**config.mk**
```make
export PLATFORM = sky130hd
export DESIGN_NAME = format_string_tokenizer
export DESIGN_NICKNAME = d
export VERILOG_FILES = /design/src/rtl/fst_pkg.sv /design/src/rtl/format_string_tokenizer.sv /design/src/rtl/fst_classify.sv /design/src/rtl/fst_core.sv /design/src/rtl/fst_outbuf.sv
export VERILOG_INCLUDE_DIRS = /design/src /design/src/rtl
export SDC_FILE = /design/constraint.sdc
export NUM_CORES = 1
export LEC_CHECK = 0
export ABC_AREA = 1
export BUFFER_PORTS_ARGS = -buffer_cell sky130_fd_sc_hd__buf_2
export CORE_UTILIZATION = 60
export CTS_BUF_LIST = sky130_fd_sc_hd__clkbuf_8
export DETAILED_ROUTE_END_ITERATION = 10
export HOLD_SLACK_MARGIN = 0.08
export PLACE_DENSITY = 0.79
export SLEW_MARGIN = 5
export SYNTH_ARGS = -nofsm -noshare
export SYNTH_HDL_FRONTEND = slang
export SYNTH_SLANG_ARGS = --single-unit
```
**constraint.sdc**
```tcl
create_clock -name clk -period 10.99 [get_ports clk]
set_clock_uncertainty 0.1 [all_clocks]
set_input_delay 1.099 -clock clk [delete_from_list [all_inputs] [get_ports clk]]
set_output_delay 1.099 -clock clk [all_outputs]
set_load 0.1 [all_outputs]
```
**src/rtl/format_string_tokenizer_assert.svh**
```systemverilog
// Assertion macros used by the format string tokenizer result buffer.
`ifndef FORMAT_STRING_TOKENIZER_ASSERT_SVH
`define FORMAT_STRING_TOKENIZER_ASSERT_SVH

`ifndef ASSERT_OFF
`define FST_ASSERT_IMPLIES(label, clk, rst_n, ante, cons, msg) \
  label: assert property (@(posedge clk) disable iff (!rst_n) (ante) |-> (cons)) \
    else $error(msg);
`define FST_ASSERT_NEXT(label, clk, rst_n, ante, cons, msg) \
  label: assert property (@(posedge clk) disable iff (!rst_n) (ante) |=> (cons)) \
    else $error(msg);
`else
`define FST_ASSERT_IMPLIES(label, clk, rst_n, ante, cons, msg)
`define FST_ASSERT_NEXT(label, clk, rst_n, ante, cons, msg)
`endif

`endif

```
**src/rtl/fst_pkg.sv**
```systemverilog
// Types, constants and character helpers for the format string tokenizer.
package fst_pkg;

  localparam int unsigned MAX_LEN = 65535;
  localparam logic [15:0] POS_LIMIT =
    16'((MAX_LEN < 65535) ? MAX_LEN : 65535);

  localparam logic [7:0] CH_PCT   = "%";
  localparam logic [7:0] CH_DOT   = ".";
  localparam logic [7:0] CH_ELL   = "l";
  localparam logic [7:0] CH_ZERO  = "0";
  localparam logic [7:0] CH_NINE  = "9";
  localparam logic [7:0] CH_MINUS = "-";
  localparam logic [7:0] CH_PLUS  = "+";
  localparam logic [7:0] CH_HASH  = "#";
  localparam logic [7:0] CH_SPACE = " ";

  typedef enum logic [2:0] {
    KIND_LIT   = 3'd0,
    KIND_INT   = 3'd1,
    KIND_FLOAT = 3'd2,
    KIND_STR   = 3'd3,
    KIND_PTR   = 3'd4,
    KIND_END   = 3'd5
  } kind_t;

  typedef enum logic [6:0] {
    PH_IDLE  = 7'b0000001,
    PH_LIT   = 7'b0000010,
    PH_PCT   = 7'b0000100,
    PH_FLAGS = 7'b0001000,
    PH_WIDTH = 7'b0010000,
    PH_PREC  = 7'b0100000,
    PH_SIZE  = 7'b1000000
  } phase_t;

  typedef struct packed {
    logic  is_pct;
    logic  is_flag;
    logic  is_digit;
    logic  is_dot;
    logic  is_ell;
    kind_t kind;
  } char_class_t;

  typedef struct packed {
    kind_t       kind;
    logic [15:0] start;
    logic [15:0] length;
    logic [15:0] total;
    logic        done;
    logic        ovf;
  } piece_t;

  // Up to two results per input beat; the second is only ever the end marker.
  typedef struct packed {
    logic   v0;
    logic   v1;
    piece_t r0;
    piece_t r1;
  } piece_pair_t;

  function automatic kind_t kind_of(input logic [7:0] c);
    kind_t k;
    case (c)
      "d", "i", "c", "C", "u", "x", "X", "o": k = KIND_INT;
      "f", "g", "G", "e", "E":                k = KIND_FLOAT;
      "s":                                    k = KIND_STR;
      "p":                                    k = KIND_PTR;
      default:                                k = KIND_LIT;
    endcase
    return k;
  endfunction

endpackage

```
**src/rtl/format_string_tokenizer.sv**
```systemverilog
// Top level of the printf-style format string tokenizer.
// The block takes one format character per beat on the input stream and a
// beat with in_tlast set as the end of the string (its data is ignored). Each
// completed piece leaves as one output beat giving start offset, length,
// running piece count and overflow flag in out_tdata and the kind in
// out_tuser; the end of each string yields an end-marker beat with out_tlast
// set that carries the string length and the piece count, after which the
// state is back to its reset values. Characters are accepted one per cycle
// while the output side can take them, each result registered in the output
// register. A terminator that also flushes an open piece produces two beats,
// which the one-entry extra slot behind the output register absorbs; the
// input then waits while the second beat moves into the output register.
// Offsets saturate at 65535 and set the overflow flag.
module format_string_tokenizer (
  input  logic        clk,
  input  logic        rst_n,
  input  logic        in_tvalid,
  output logic        in_tready,
  input  logic [7:0]  in_tdata,   // [7:0] ch
  input  logic        in_tlast,   // terminator
  output logic        out_tvalid,
  input  logic        out_tready,
  output logic [55:0] out_tdata,  // [15:0] piece_start, [31:16] piece_length,
                                  // [47:32] piece_total, [48] overflow, rest zero
  output logic [2:0]  out_tuser,  // [2:0] piece_kind
  output logic        out_tlast   // string_done
);

  logic                 in_fire;
  fst_pkg::char_class_t cls;
  fst_pkg::piece_pair_t res;
  fst_pkg::piece_t      item;

  assign in_fire = in_tvalid && in_tready;

  fst_classify u_classify (
    .ch  (in_tdata),
    .cls (cls)
  );

  fst_core u_core (
    .clk     (clk),
    .rst_n   (rst_n),
    .in_fire (in_fire),
    .in_term (in_tlast),
    .cls     (cls),
    .res     (res)
  );

  fst_outbuf u_outbuf (
    .clk        (clk),
    .rst_n      (rst_n),
    .push       (in_fire),
    .res        (res),
    .can_accept (in_tready),
    .out_valid  (out_tvalid),
    .out_ready  (out_tready),
    .out_item   (item)
  );

  assign out_tdata = {7'd0, item.ovf, item.total, item.length, item.start};
  assign out_tuser = item.kind;
  assign out_tlast = item.done;

endmodule

```
**src/rtl/fst_classify.sv**
```systemverilog
// Character classifier: decodes one format character into its token classes.
module fst_classify (
  input  logic [7:0]          ch,
  output fst_pkg::char_class_t cls
);

  always_comb begin
    cls.is_pct   = (ch == fst_pkg::CH_PCT);
    cls.is_flag  = (ch == fst_pkg::CH_MINUS) || (ch == fst_pkg::CH_PLUS) ||
                   (ch == fst_pkg::CH_HASH)  || (ch == fst_pkg::CH_SPACE);
    cls.is_digit = (ch >= fst_pkg::CH_ZERO) && (ch <= fst_pkg::CH_NINE);
    cls.is_dot   = (ch == fst_pkg::CH_DOT);
    cls.is_ell   = (ch == fst_pkg::CH_ELL);
    cls.kind     = fst_pkg::kind_of(ch);
  end

endmodule

```
**src/rtl/fst_core.sv**
```systemverilog
// Tokenizer state machine: tracks the parse phase and positions, forms pieces.
module fst_core (
  input  logic                 clk,
  input  logic                 rst_n,
  input  logic                 in_fire,
  input  logic                 in_term,
  input  fst_pkg::char_class_t cls,
  output fst_pkg::piece_pair_t res
);

  fst_pkg::phase_t phase_r, phase_nxt;
  logic [15:0]     cs_r, cs_nxt;
  logic [15:0]     pos_r, pos_nxt;
  logic [15:0]     pieces_r, pieces_nxt;
  logic            ovf_r, ovf_nxt;

  logic [15:0] pieces_inc;
  logic        at_limit;
  logic [15:0] off;
  logic [16:0] conv_len_w;
  logic [15:0] conv_len;
  logic        conv;
  logic        pending;

  assign pieces_inc = (pieces_r == 16'hFFFF) ? pieces_r : pieces_r + 16'd1;
  assign at_limit   = (pos_r >= fst_pkg::POS_LIMIT);
  assign off        = at_limit ? fst_pkg::POS_LIMIT : pos_r;
  assign conv_len_w = {1'b0, off} - {1'b0, cs_r} + 17'd1;
  assign conv_len   = (conv_len_w > {1'b0, fst_pkg::POS_LIMIT}) ?
                      fst_pkg::POS_LIMIT : conv_len_w[15:0];

  always_comb begin
    phase_nxt  = phase_r;
    cs_nxt     = cs_r;
    pos_nxt    = pos_r;
    pieces_nxt = pieces_r;
    ovf_nxt    = ovf_r;
    conv       = 1'b0;
    pending    = 1'b0;

    res.v0        = 1'b0;
    res.v1        = 1'b0;
    res.r0.kind   = fst_pkg::KIND_LIT;
    res.r0.start  = '0;
    res.r0.length = '0;
    res.r0.total  = pieces_inc;
    res.r0.done   = 1'b0;
    res.r0.ovf    = ovf_r;
    res.r1.kind   = fst_pkg::KIND_END;
    res.r1.start  = pos_r;
    res.r1.length = '0;
    res.r1.total  = pieces_inc;
    res.r1.done   = 1'b1;
    res.r1.ovf    = ovf_r;

    case (phase_r)
      fst_pkg::PH_LIT, fst_pkg::PH_PCT, fst_pkg::PH_FLAGS, fst_pkg::PH_WIDTH,
      fst_pkg::PH_PREC, fst_pkg::PH_SIZE: pending = 1'b1;
      default:                            pending = 1'b0;
    endcase

    if (in_fire && in_term) begin
      // Flush whatever is open, or the empty literal of an empty string.
      if (pending || (pieces_r == 16'd0)) begin
        res.v0        = 1'b1;
        res.v1        = 1'b1;
        res.r0.start  = pending ? cs_r : pos_r;
        res.r0.length = pending ? (pos_r - cs_r) : 16'd0;
      end else begin
        res.v0        = 1'b1;
        res.r0.kind   = fst_pkg::KIND_END;
        res.r0.start  = pos_r;
        res.r0.total  = pieces_r;
        res.r0.done   = 1'b1;
      end
      phase_nxt  = fst_pkg::PH_IDLE;
      cs_nxt     = '0;
      pos_nxt    = '0;
      pieces_nxt = '0;
      ovf_nxt    = 1'b0;
    end else if (in_fire) begin
      ovf_nxt    = ovf_r | at_limit;
      pos_nxt    = at_limit ? fst_pkg::POS_LIMIT : pos_r + 16'd1;
      res.r0.ovf = ovf_r | at_limit;
      case (phase_r)
        fst_pkg::PH_LIT: begin
          if (cls.is_pct) begin
            res.v0        = 1'b1;
            res.r0.start  = cs_r;
            res.r0.length = off - cs_r;
            pieces_nxt    = pieces_inc;
            cs_nxt        = off;
            phase_nxt     = fst_pkg::PH_PCT;
          end
        end
        fst_pkg::PH_PCT: begin
          if (cls.is_pct) begin
            res.v0        = 1'b1;
            res.r0.start  = cs_r;
            res.r0.length = 16'd1;
            pieces_nxt    = pieces_inc;
            phase_nxt     = fst_pkg::PH_IDLE;
          end else if (cls.is_flag) begin
            phase_nxt = fst_pkg::PH_FLAGS;
          end else if (cls.is_digit) begin
            phase_nxt = fst_pkg::PH_WIDTH;
          end else if (cls.is_dot) begin
            phase_nxt = fst_pkg::PH_PREC;
          end else if (cls.is_ell) begin
            phase_nxt = fst_pkg::PH_SIZE;
          end else begin
            conv = 1'b1;
          end
        end
        fst_pkg::PH_FLAGS: begin
          if (cls.is_flag) begin
            phase_nxt = fst_pkg::PH_FLAGS;
          end else if (cls.is_digit) begin
            phase_nxt = fst_pkg::PH_WIDTH;
          end else if (cls.is_dot) begin
            phase_nxt = fst_pkg::PH_PREC;
          end else if (cls.is_ell) begin
            phase_nxt = fst_pkg::PH_SIZE;
          end else begin
            conv = 1'b1;
          end
        end
        fst_pkg::PH_WIDTH: begin
          if (cls.is_digit) begin
            phase_nxt = fst_pkg::PH_WIDTH;
          end else if (cls.is_dot) begin
            phase_nxt = fst_pkg::PH_PREC;
          end else if (cls.is_ell) begin
            phase_nxt = fst_pkg::PH_SIZE;
          end else begin
            conv = 1'b1;
          end
        end
        fst_pkg::PH_PREC: begin
          if (cls.is_digit) begin
            phase_nxt = fst_pkg::PH_PREC;
          end else if (cls.is_ell) begin
            phase_nxt = fst_pkg::PH_SIZE;
          end else begin
            conv = 1'b1;
          end
        end
        fst_pkg::PH_SIZE: begin
          conv = 1'b1;
        end
        default: begin
          // Between pieces; an illegal phase code is handled the same way.
          cs_nxt    = off;
          phase_nxt = cls.is_pct ? fst_pkg::PH_PCT : fst_pkg::PH_LIT;
        end
      endcase

      if (conv) begin
        res.v0        = 1'b1;
        res.r0.kind   = cls.kind;
        res.r0.start  = cs_r;
        res.r0.length = conv_len;
        pieces_nxt    = pieces_inc;
        phase_nxt     = fst_pkg::PH_IDLE;
      end
    end
  end

  always_ff @(posedge clk) begin
    if (!rst_n) begin
      phase_r  <= fst_pkg::PH_IDLE;
      cs_r     <= '0;
      pos_r    <= '0;
      pieces_r <= '0;
      ovf_r    <= 1'b0;
    end else begin
      phase_r  <= phase_nxt;
      cs_r     <= cs_nxt;
      pos_r    <= pos_nxt;
      pieces_r <= pieces_nxt;
      ovf_r    <= ovf_nxt;
    end
  end

endmodule

```
**src/rtl/fst_outbuf.sv**
```systemverilog
// Result buffer: an output register plus one extra slot for the end marker.
`include "format_string_tokenizer_assert.svh"

module fst_outbuf (
  input  logic                 clk,
  input  logic                 rst_n,
  input  logic                 push,
  input  fst_pkg::piece_pair_t res,
  output logic                 can_accept,
  output logic                 out_valid,
  input  logic                 out_ready,
  output fst_pkg::piece_t      out_item
);

  logic            a_valid_r, a_valid_nxt;
  logic            b_valid_r, b_valid_nxt;
  fst_pkg::piece_t a_r, a_nxt;
  fst_pkg::piece_t b_r, b_nxt;

  // A new beat is taken only when the extra slot is free and the output
  // register is empty or empties in this cycle, so two results always fit.
  assign can_accept = !b_valid_r && (!a_valid_r || out_ready);
  assign out_valid  = a_valid_r;
  assign out_item   = a_r;

  always_comb begin
    a_valid_nxt = a_valid_r;
    b_valid_nxt = b_valid_r;
    a_nxt       = a_r;
    b_nxt       = b_r;
    if (push) begin
      a_valid_nxt = res.v0;
      b_valid_nxt = res.v1;
      a_nxt       = res.r0;
      b_nxt       = res.r1;
    end else if (a_valid_r && out_ready) begin
      a_valid_nxt = b_valid_r;
      a_nxt       = b_r;
      b_valid_nxt = 1'b0;
    end
  end

  always_ff @(posedge clk) begin
    if (!rst_n) begin
      a_valid_r <= 1'b0;
      b_valid_r <= 1'b0;
    end else begin
      a_valid_r <= a_valid_nxt;
      b_valid_r <= b_valid_nxt;
    end
  end

  always_ff @(posedge clk) begin
    a_r <= a_nxt;
    b_r <= b_nxt;
  end

  `FST_ASSERT_IMPLIES(a_extra_needs_head, clk, rst_n, b_valid_r, a_valid_r, "extra slot filled while output register is empty")
  `FST_ASSERT_IMPLIES(a_extra_is_end, clk, rst_n, b_valid_r, b_r.done && (b_r.kind == fst_pkg::KIND_END), "extra slot holds something other than an end marker")
  `FST_ASSERT_IMPLIES(a_end_zero_len, clk, rst_n, a_valid_r && a_r.done, a_r.length == 16'd0, "end marker with nonzero length")
  `FST_ASSERT_NEXT(a_pair_lands, clk, rst_n, push && res.v1, a_valid_r && b_valid_r, "two results of one beat not both buffered")

endmodule
```
==> results of run 1 <==
==> flip-flops by register name, summed over array words and instances (netlist names) <==
signal,count
u_core.ovf_r,1
u_outbuf.out_item,53
u_outbuf.b_valid_r,1
u_core.pieces_r,16
u_core.pos_r,16
u_core.phase_r,7
u_outbuf.out_valid,1
u_outbuf.b_r,33
u_core.cs_r,16
==> cell type report <==
type,count,area [um2]
multi-input cells,1012,5570
well taps,220,275
flip-flops and latches,144,3740
clock buffers,17,234
repair buffers,73,380
fillers,1472,5570
clock inverters,15,166
inverters,172,648
==> synthesized netlist by cell type, drive strengths merged <==
| library cell | count | area [um2] |
|---|---|---|
| nor4 | 3 | 18.8 |
| nor2b | 1 | 13.8 |
| o21bai | 3 | 22.5 |
| dfxtp | 58 | 1160 |
| fa | 13 | 260 |
| nand4 | 25 | 169 |
| o31ai | 2 | 15.0 |
| xnor2 | 8 | 70.1 |
| xor2 | 21 | 184 |
| and2 | 2 | 12.5 |
| nand3 | 149 | 793 |
| a211oi | 4 | 30.0 |
| inv | 171 | 644 |
| o211ai | 13 | 97.6 |
| clkbuf | 30 | 115 |
| a31o | 2 | 17.5 |
| or2 | 11 | 68.8 |
| o221ai | 1 | 8.76 |
| nor2 | 113 | 508 |
| ha | 53 | 663 |
| nand3b | 3 | 22.5 |
| a21oi | 114 | 571 |
| buf | 25 | 175 |
| o21ai | 85 | 433 |
| a22oi | 1 | 7.51 |
| a221oi | 2 | 17.5 |
| nand2 | 331 | 1260 |
| o21a | 2 | 15.0 |
| edfxtp | 86 | 2580 |
| o2111ai | 1 | 8.76 |
| a21o | 4 | 30.0 |
| conb | 1 | 3.75 |
| and3 | 1 | 6.26 |
| a31oi | 5 | 31.3 |
| nor3b | 3 | 22.5 |
| nor3 | 29 | 150 |
| clkinv | 1 | 3.75 |
==> final timing paths <==
| path | slack (ns) | end | startpoint | cells after the start |
|---|---|---|---|---|
| max | 6.82 | u_outbuf.out_item[32]$_SDFFCE_PN0P_ | u_core.pos_r[12]$_SDFFE_PP0P_ | 22 |
| min | 0.36 | u_outbuf.b_r[0]$_DFFE_PP_ | u_core.ovf_r$_SDFFE_PP0P_ | 0 |
| min reg2reg | 0.36 | u_outbuf.b_r[0]$_DFFE_PP_ | u_core.ovf_r$_SDFFE_PP0P_ | 0 |
| max reg2reg | 6.82 | u_outbuf.out_item[32]$_SDFFCE_PN0P_ | u_core.pos_r[12]$_SDFFE_PP0P_ | 22 |
==> metal layers <==
metal	routed length [um]	up-vias	GRT usage	part of all wire
li1	-	4683	-	-
met1	11400	4478	0.401	0.40
met2	14300	401	0.580	0.50
met3	1980	69	0.0628	0.069
met4	945	0	0.139	0.033
met5	0	-	0	0
==> power groups by stage <==
stage | logic (W) | registers (W) | clock network [W]
finish | 0.000581 | 0.000644 | 0.000438
global route | 0.000623 | 0.000648 | 0.000460
CTS | 0.000574 | 0.000644 | 0.000443
detailed placement | 0.000571 | 0.000656 | 0
global placement | 0.000568 | 0.000655 | 0
floorplan | 0.000282 | 0.000836 | 0
==> logic make-up after synthesis <==
logic type | synth area share
AO/OA/AOI/OAI | 0.128
XOR/XNOR | 0.0249
adder cells (fa/ha/maj) | 0.0904
buffers and inverters | 0.0919
flip-flops | 0.367
other | 0.000367
AND/OR/NAND/NOR | 0.298
==> metrics by stage <==
step	util	hold slack (ns)
floorplan	-	0.308
global placement	0.640	0.321
detailed placement	0.640	0.332
CTS	0.664	0.363
global route	0.664	0.388
finish	0.664	0.360
==> qor.csv, run 1 <==
metric,value,unit
wire_per_inst,17.3,um
seq_area_frac_synth,0.367,
path_cells,"inv_1, nor3_1, nand4_1, nor2_1, nor2_1, inv_1, ha_1, inv_1, ha_1, inv_1, nand2_1, nand2_1, nand2_1, nand2_1, nand2_1, nand2_1, nand3_1, nand2_1, inv_1, nand2_1, nand2_1, nand3_1",
ys_seq_elements,144,
design_area,0.0110,mm2
critical_path.startpoint_type,flip-flop,
gr-total-overflow,0,
post_dp_cell_area,0.0106,mm2
setup_ws,6.82,ns
cts_sinks,144,
syn_area,0.0102,mm2
setup_viol,0,
fp.dieH,132,um
p_leak,5.04,nW
grt_pass1_wl,45.4,mm
cts_tree,built,
grt_usage,0.332,
crit_type,reg -> reg,
die_width,132,um
path_max_fanout,9,
synthDistinctLibCells,53,
p_clk_frac,0.263,
layout_common_cells,"326 x nand2_1, 157 x inv_1, 141 x nand3_1",
switchingPower,0.000725,W
cts_root_buffer,clkbuf_8,
status,completed,
final_cells,1653,
drt-total-wl,28.6,mm
antenna_found_initial,0,
cts_hold_buf,0,
period_share,0.379,
syn_inst,1377,
swShare,0.436,
initial_core_util,0.616,
hpwlAfterDp,21.3,mm
n_antenna_cell,0,
cts_post_setup_buffers_inserted,0,
power-per-cell-area,151,mW/mm2
ios,75,
rsz0062_at_grt,no,
clk_latency,0.47,ns
cts-buffers-inserted,17,
critPathBufInv,5,
timing.final.crit_period,4.17,ns
final_max_slew_viol_count,0,
yosysWarnings,0,
postRouteAntennaNets,0,
grt_pass1_vias,8983,
die-area,0.0175,mm2
layout_commonest_cell,nand2_1,
grt_start_max_net_pins,70,
post-place-cells,1621,
arrival,4.30,ns
drt_first_pass_iters,8,
cts_resized,0,
setup_tns,0,ns
place.gp.congestion,1.04,
synthToLayoutAreaGrowth,7.85,%
pwr-share-comb,0.349,
crit_path_end_kind,flip-flop,
drc,0,
pwr-share-seq,0.387,
vias,9631,
htreeDepth,4,
layout.nets,1499,
power,0.00166,W
io_buffer_count,67,
intPower,0.000938,W
viasPerCell,5.83,
cts_buffer_depth,2,
cp_slowest_stage_delay,0.54,ns
slowest_stage,dfxtp_1,
ir_drop,99.3,uV
place_ws,6.86,ns
hp-class,reg -> reg,
drt-initial-drc-count,859,
syn_area_per_cell,7.42,um2
drive_gt1_frac,0.116,
critPathTopFamily,simple AND/OR/NAND/NOR gates,
path_clk_slew,0.10,ns
maxSlewHeadroom,0.418,
critPathRequiredTime,11.12,ns
cpMostUsedCell,nand2_1,
rows,47,
finalHoldViolations,0,
tightest_slew,0.872,ns
achievable-frequency,0.240,GHz
drv_cap,0,
core,0.0166,mm2
Power figures use the tool's default switching activity.
==> inputs of run 2 (changes only) <==
- CORE_UTILIZATION: 60 -> 57
- clock period: 10.99 -> 3.72 ns (I/O delays scaled with it)
==> qor.csv, run 2 (synthesis gave the netlist of run 1 again) <==
metric,value,unit
status,completed,
crit_start,u_core.pos_r[4]$_SDFFE_PP0P_,
timing.final.crit_period,3.36,ns
rr_worst_depth,22,
core,0.0174,mm2
fillCellCount,1576,
hp-start,rst_n,
place.gp.congestion,0.973,
cts_buffer_depth,2,
synthToLayoutAreaGrowth,8.74,%
whs,0.139,ns
holdPathStages,3,
grt_pass1_wl,46.4,mm
wire_per_inst,17.5,um
finalHoldViolations,0,
grt_pass1_vias,8920,
setup_tns,0,ns
maxSlewHeadroom,0.537,
design_area,0.0111,mm2
achievable-frequency,0.297,GHz
cts_tree,built,
cts_sinks,144,
n_antenna_cell,0,
path_clk_slew,0.09,ns
die_width,136,um
setup_viol,0,
post-place-cells,1639,
grt_usage,0.328,
ir_drop,320,uV
period_share,0.904,
gr-total-overflow,0,
crit-reg2reg-capture,u_outbuf.out_item[32]$_SDFFCE_PN0P_,
path_max_fanout,8,
final_max_slew_viol_count,0,
layout_commonest_cell,nand2_1,
rows,48,
crit_path_end_kind,flip-flop,
die-area,0.0185,mm2
rr_startpoint,u_core.pos_r[4]$_SDFFE_PP0P_,
layout.nets,1512,
initial_core_util,0.586,
drv_cap,0,
rrSetupSlack,0.36,ns
final_cells,1671,
cts_root_buffer,clkbuf_8,
drive_gt1_frac,0.125,
arrival,3.47,ns
hold_end,u_outbuf.b_valid_r$_SDFFE_PN0P_,
postRouteAntennaNets,0,
drc,0,
cts-buffers-inserted,17,
largest_reg_flops,53,
drt-total-wl,29.2,mm
tightest_slew,0.691,ns
io_buffer_count,67,
crit_type,reg -> reg,
drt-initial-drc-count,854,
fin_util,0.638,
post_dp_cell_area,0.0107,mm2
ios,75,
critical_path.startpoint_type,flip-flop,
power-per-cell-area,439,mW/mm2
p_leak,5.10,nW
antenna_found_initial,0,
viasPerCell,5.81,
htreeDepth,4,
critPathRequiredTime,3.83,ns
vias,9708,
clk_latency,0.46,ns
fp.dieH,136,um
layout_common_cells,"325 x nand2_1, 158 x inv_1, 141 x nand3_1",
hp-class,in -> reg,
rsz0062_at_grt,no,
hpwlAfterDp,22.3,mm
drt_first_pass_iters,5,
grt_start_max_net_pins,36,
run 2: cell types whose count changed in the layout (fill, tap and decap cells not counted), sizes merged:
cell      previous run  this run
buf                 73        86
clkinvlp             2         3
clkinv               5         3
clkbuf              17        18
run 2: layout make-up:
| type | instances | area [um2] | share of cell area |
|---|---|---|---|
| Clock buffer | 18 | 248 | 0.0223 |
| Clock inverter | 14 | 133 | 0.0119 |
| Inverter | 172 | 648 | 0.0584 |
| Multi-Input combinational cell | 1012 | 5570 | 0.502 |
| Sequential cell | 144 | 3740 | 0.337 |
| Tap cell | 225 | 282 | 0.0254 |
| Timing Repair Buffer | 86 | 478 | 0.0430 |
run 2: per-stage QoR:
step | setup slack [ns] | power (W)
5_1_grt | 0.0452 | 0.00509
3_5_place_dp | 0.158 | 0.00364
2_1_floorplan | 0.273 | 0.00330
6_report | 0.359 | 0.00488
3_3_place_gp | 0.275 | 0.00362
4_1_cts | 0.120 | 0.00486
run 2: critical path, stage by stage (launching register included):
cell and delay (ns):
dfxtp_1 0.47, inv_1 0.12, nor3_1 0.22, nand4_1 0.12, nor2_2 0.18, nor2_1 0.11, inv_1 0.09, ha_1 0.22
inv_1 0.06, ha_1 0.18, inv_1 0.05, nand2_1 0.06, nand2_1 0.06, nand2_1 0.11, nand2_1 0.08, nand2_1 0.12
nand2_1 0.08, nand3_1 0.15, nand2_2 0.16, inv_2 0.17, nand2_1 0.08, nand2_1 0.07, nand3_1 0.07
run 2: how the worst max path moves through the flow:
stage	to	slack [ns]	cells after the start
after CTS	u_outbuf.out_item[32]$_SDFFCE_PN0P_	0.12	22
after global placement	u_outbuf.out_item[31]$_SDFFCE_PN0P_	0.27	22
after floorplan	u_outbuf.out_valid$_SDFFE_PN0P_	0.27	8
after detailed placement	u_outbuf.out_item[32]$_SDFFCE_PN0P_	0.16	22
after global routing	u_outbuf.out_item[31]$_SDFFCE_PN0P_	0.05	22
final	u_outbuf.out_item[32]$_SDFFCE_PN0P_	0.36	22
run 2: report_power, final:
| group | total (W) | switching (W) | internal, W |
|---|---|---|---|
| combinational | 0.00173 | 0.00136 | 0.000372 |
| sequential | 0.00190 | 0.0000555 | 0.00184 |
| clock | 0.00125 | 0.000689 | 0.000558 |
| total | 0.00488 | 0.00210 | 0.00277 |
run 2: layer usage:
metal  vias up  part of all wire  global-route usage
met1      4520              0.42               0.417
met2       416              0.48               0.554
met3        67             0.065              0.0481
met4         0             0.035               0.141
li1       4705                 -                   -
met5         -                 0                   0
run 2: what timing repair did:
action | in CTS | in global routing
resized for setup | 0 | 4
endpoints found under the setup margin | 0 | 13
hold buffers | 0 | 0
hold endpoints to repair | 0 | 0
setup buffers | 0 | 0
==> inputs of run 3 (changes only) <==
- CORE_UTILIZATION: 57 -> 60
- clock period: 3.72 -> 3.6 ns (I/O delays scaled with it)
==> qor.csv, run 3 (synthesis gave the netlist of run 1 again) <==
metric,value,unit
path_max_fanout,4,
wire_per_inst,17.6,um
period_share,0.919,
post_dp_cell_area,0.0108,mm2
layout.nets,1519,
grt_start_max_net_pins,69,
largest_reg_flops,53,
clk_latency,0.47,ns
cts_post_setup_buffers_inserted,0,
cpMostUsedCell,nand2_1,
synthToLayoutAreaGrowth,9.36,%
cp_slowest_stage_delay,0.41,ns
core,0.0166,mm2
fillCellCount,1456,
path_clk_slew,0.10,ns
cts_root_buffer,clkbuf_8,
n_antenna_cell,0,
power,0.00502,W
initial_core_util,0.616,
achievable-frequency,0.302,GHz
viasPerCell,5.84,
intPower,0.00281,W
layout_commonest_cell,nand2_1,
cts_tree,built,
htreeDepth,4,
cts_buffer_depth,2,
rows,47,
drt_first_pass_iters,5,
whs,0.232,ns
path_cells,"inv_1, nor3_2, nand4_1, nor2_2, buf_4, nor2_1, ha_1, fa_1, inv_1, nand3_1, nand2_1, nand3_1, o2111ai_1, nand2_1, nand2_1, nor2_1, a21oi_1, nand2_1",
crit_start,u_core.pos_r[12]$_SDFFE_PP0P_,
grt_pass1_wl,46.0,mm
setup_viol,0,
status,completed,
hp-class,in -> reg,
swShare,0.440,
io_buffer_count,67,
arrival,3.43,ns
rrSetupSlack,0.29,ns
post-place-cells,1640,
rr_startpoint,u_core.pos_r[12]$_SDFFE_PP0P_,
cts_sinks,144,
vias,9767,
setup_ws,0.291,ns
pwr-share-seq,0.391,
critPathRequiredTime,3.72,ns
drc,0,
maxSlewHeadroom,0.192,
critPathCapture,u_outbuf.out_item[30]$_SDFFCE_PN0P_,
postRouteAntennaNets,0,
antenna_found_initial,0,
hpwlAfterDp,21.8,mm
rr_worst_depth,18,
crit-reg2reg-capture,u_outbuf.out_item[30]$_SDFFCE_PN0P_,
crit_path_end_kind,flip-flop,
final_max_slew_viol_count,0,
place.gp.congestion,1.02,
fp.dieH,132,um
gr-total-overflow,0,
ir_drop,330,uV
ios,75,
critical_path.startpoint_type,flip-flop,
tightest_slew,1.21,ns
die_width,132,um
switchingPower,0.00221,W
power-per-cell-area,450,mW/mm2
drt-initial-drc-count,1012,
drive_gt1_frac,0.131,
crit_type,reg -> reg,
drv_cap,0,
finalHoldViolations,0,
drt-total-wl,29.4,mm
pwr-share-comb,0.360,
timing.final.crit_period,3.31,ns
final_cells,1673,
die-area,0.0175,mm2
slowest_stage,fa_1,
grt_pass1_vias,8974,
grt_usage,0.338,
place_ws,0.144,ns
design_area,0.0112,mm2
p_leak,5.13,nW
p_clk_frac,0.249,
layout_common_cells,"325 x nand2_1, 156 x inv_1, 141 x nand3_1",
cts-buffers-inserted,17,
-- run 3: critical path, delay by kind of cell (launching register included) --
kind	cells	cell delay, ns
AND/OR/NAND/NOR	11	1.28
buffers and inverters	3	0.35
flip-flops	1	0.34
AO/OA/AOI/OAI	2	0.33
adder cells (fa/ha/maj)	2	0.63
-- run 3: metal layers --
| metal | GRT usage | wire length, um | vias to the layer above |
|---|---|---|---|
| met4 | 0.147 | 964 | 0 |
| met2 | 0.577 | 14300 | 414 |
| met3 | 0.0559 | 1930 | 74 |
| met1 | 0.421 | 12200 | 4555 |
| met5 | 0 | 0 | - |
| li1 | - | - | 4724 |
-- run 3: metrics by stage --
step | TNS, ns | util
after CTS | 0 | 0.673
after global placement | 0 | 0.649
after detailed placement | 0 | 0.649
after global routing | -0.00684 | 0.673
final | 0 | 0.673
after floorplan | 0 | -
-- run 3: repair_timing --
item / CTS / global route
gates resized for setup: 0 / 5
setup endpoints to repair: 0 / 14
hold endpoints to repair: 2 / 0
hold buffers: 1 / 0
-- run 3: layout make-up --
type	instances	area (um2)	share of cell area
tap	220	275	0.0246
sequential	144	3740	0.335
timing repair buffer	93	546	0.0489
multi-input combinational	1012	5580	0.499
clock inverter	15	144	0.0129
inverter	172	648	0.0580
clock buffer	17	234	0.0210
-- run 3: worst min-delay path by stage --
stage / to / cells past startpoint / from / slack (ns)
final: u_outbuf.b_valid_r$_SDFFE_PN0P_ / 4 / out_tready / 0.23
after global placement: u_outbuf.b_r[0]$_DFFE_PP_ / 0 / u_core.ovf_r$_SDFFE_PP0P_ / 0.31
after global routing: u_outbuf.b_valid_r$_SDFFE_PN0P_ / 4 / out_tready / 0.22
after CTS: u_outbuf.b_valid_r$_SDFFE_PN0P_ / 4 / out_tready / 0.21
after floorplan: u_outbuf.b_r[0]$_DFFE_PP_ / 0 / u_core.ovf_r$_SDFFE_PP0P_ / 0.31
after detailed placement: u_outbuf.b_r[0]$_DFFE_PP_ / 0 / u_core.ovf_r$_SDFFE_PP0P_ / 0.34
-- run 3: power by group through the flow --
| stage | clock [W] | combinational (W) | sequential (W) |
|---|---|---|---|
| 4_1_cts | 0.00126 | 0.00178 | 0.00196 |
| 3_3_place_gp | 0 | 0.00176 | 0.00200 |
| 2_1_floorplan | 0 | 0.000863 | 0.00254 |
| 5_1_grt | 0.00132 | 0.00193 | 0.00198 |
| 3_5_place_dp | 0 | 0.00177 | 0.00200 |
| 6_report | 0.00125 | 0.00181 | 0.00196 |
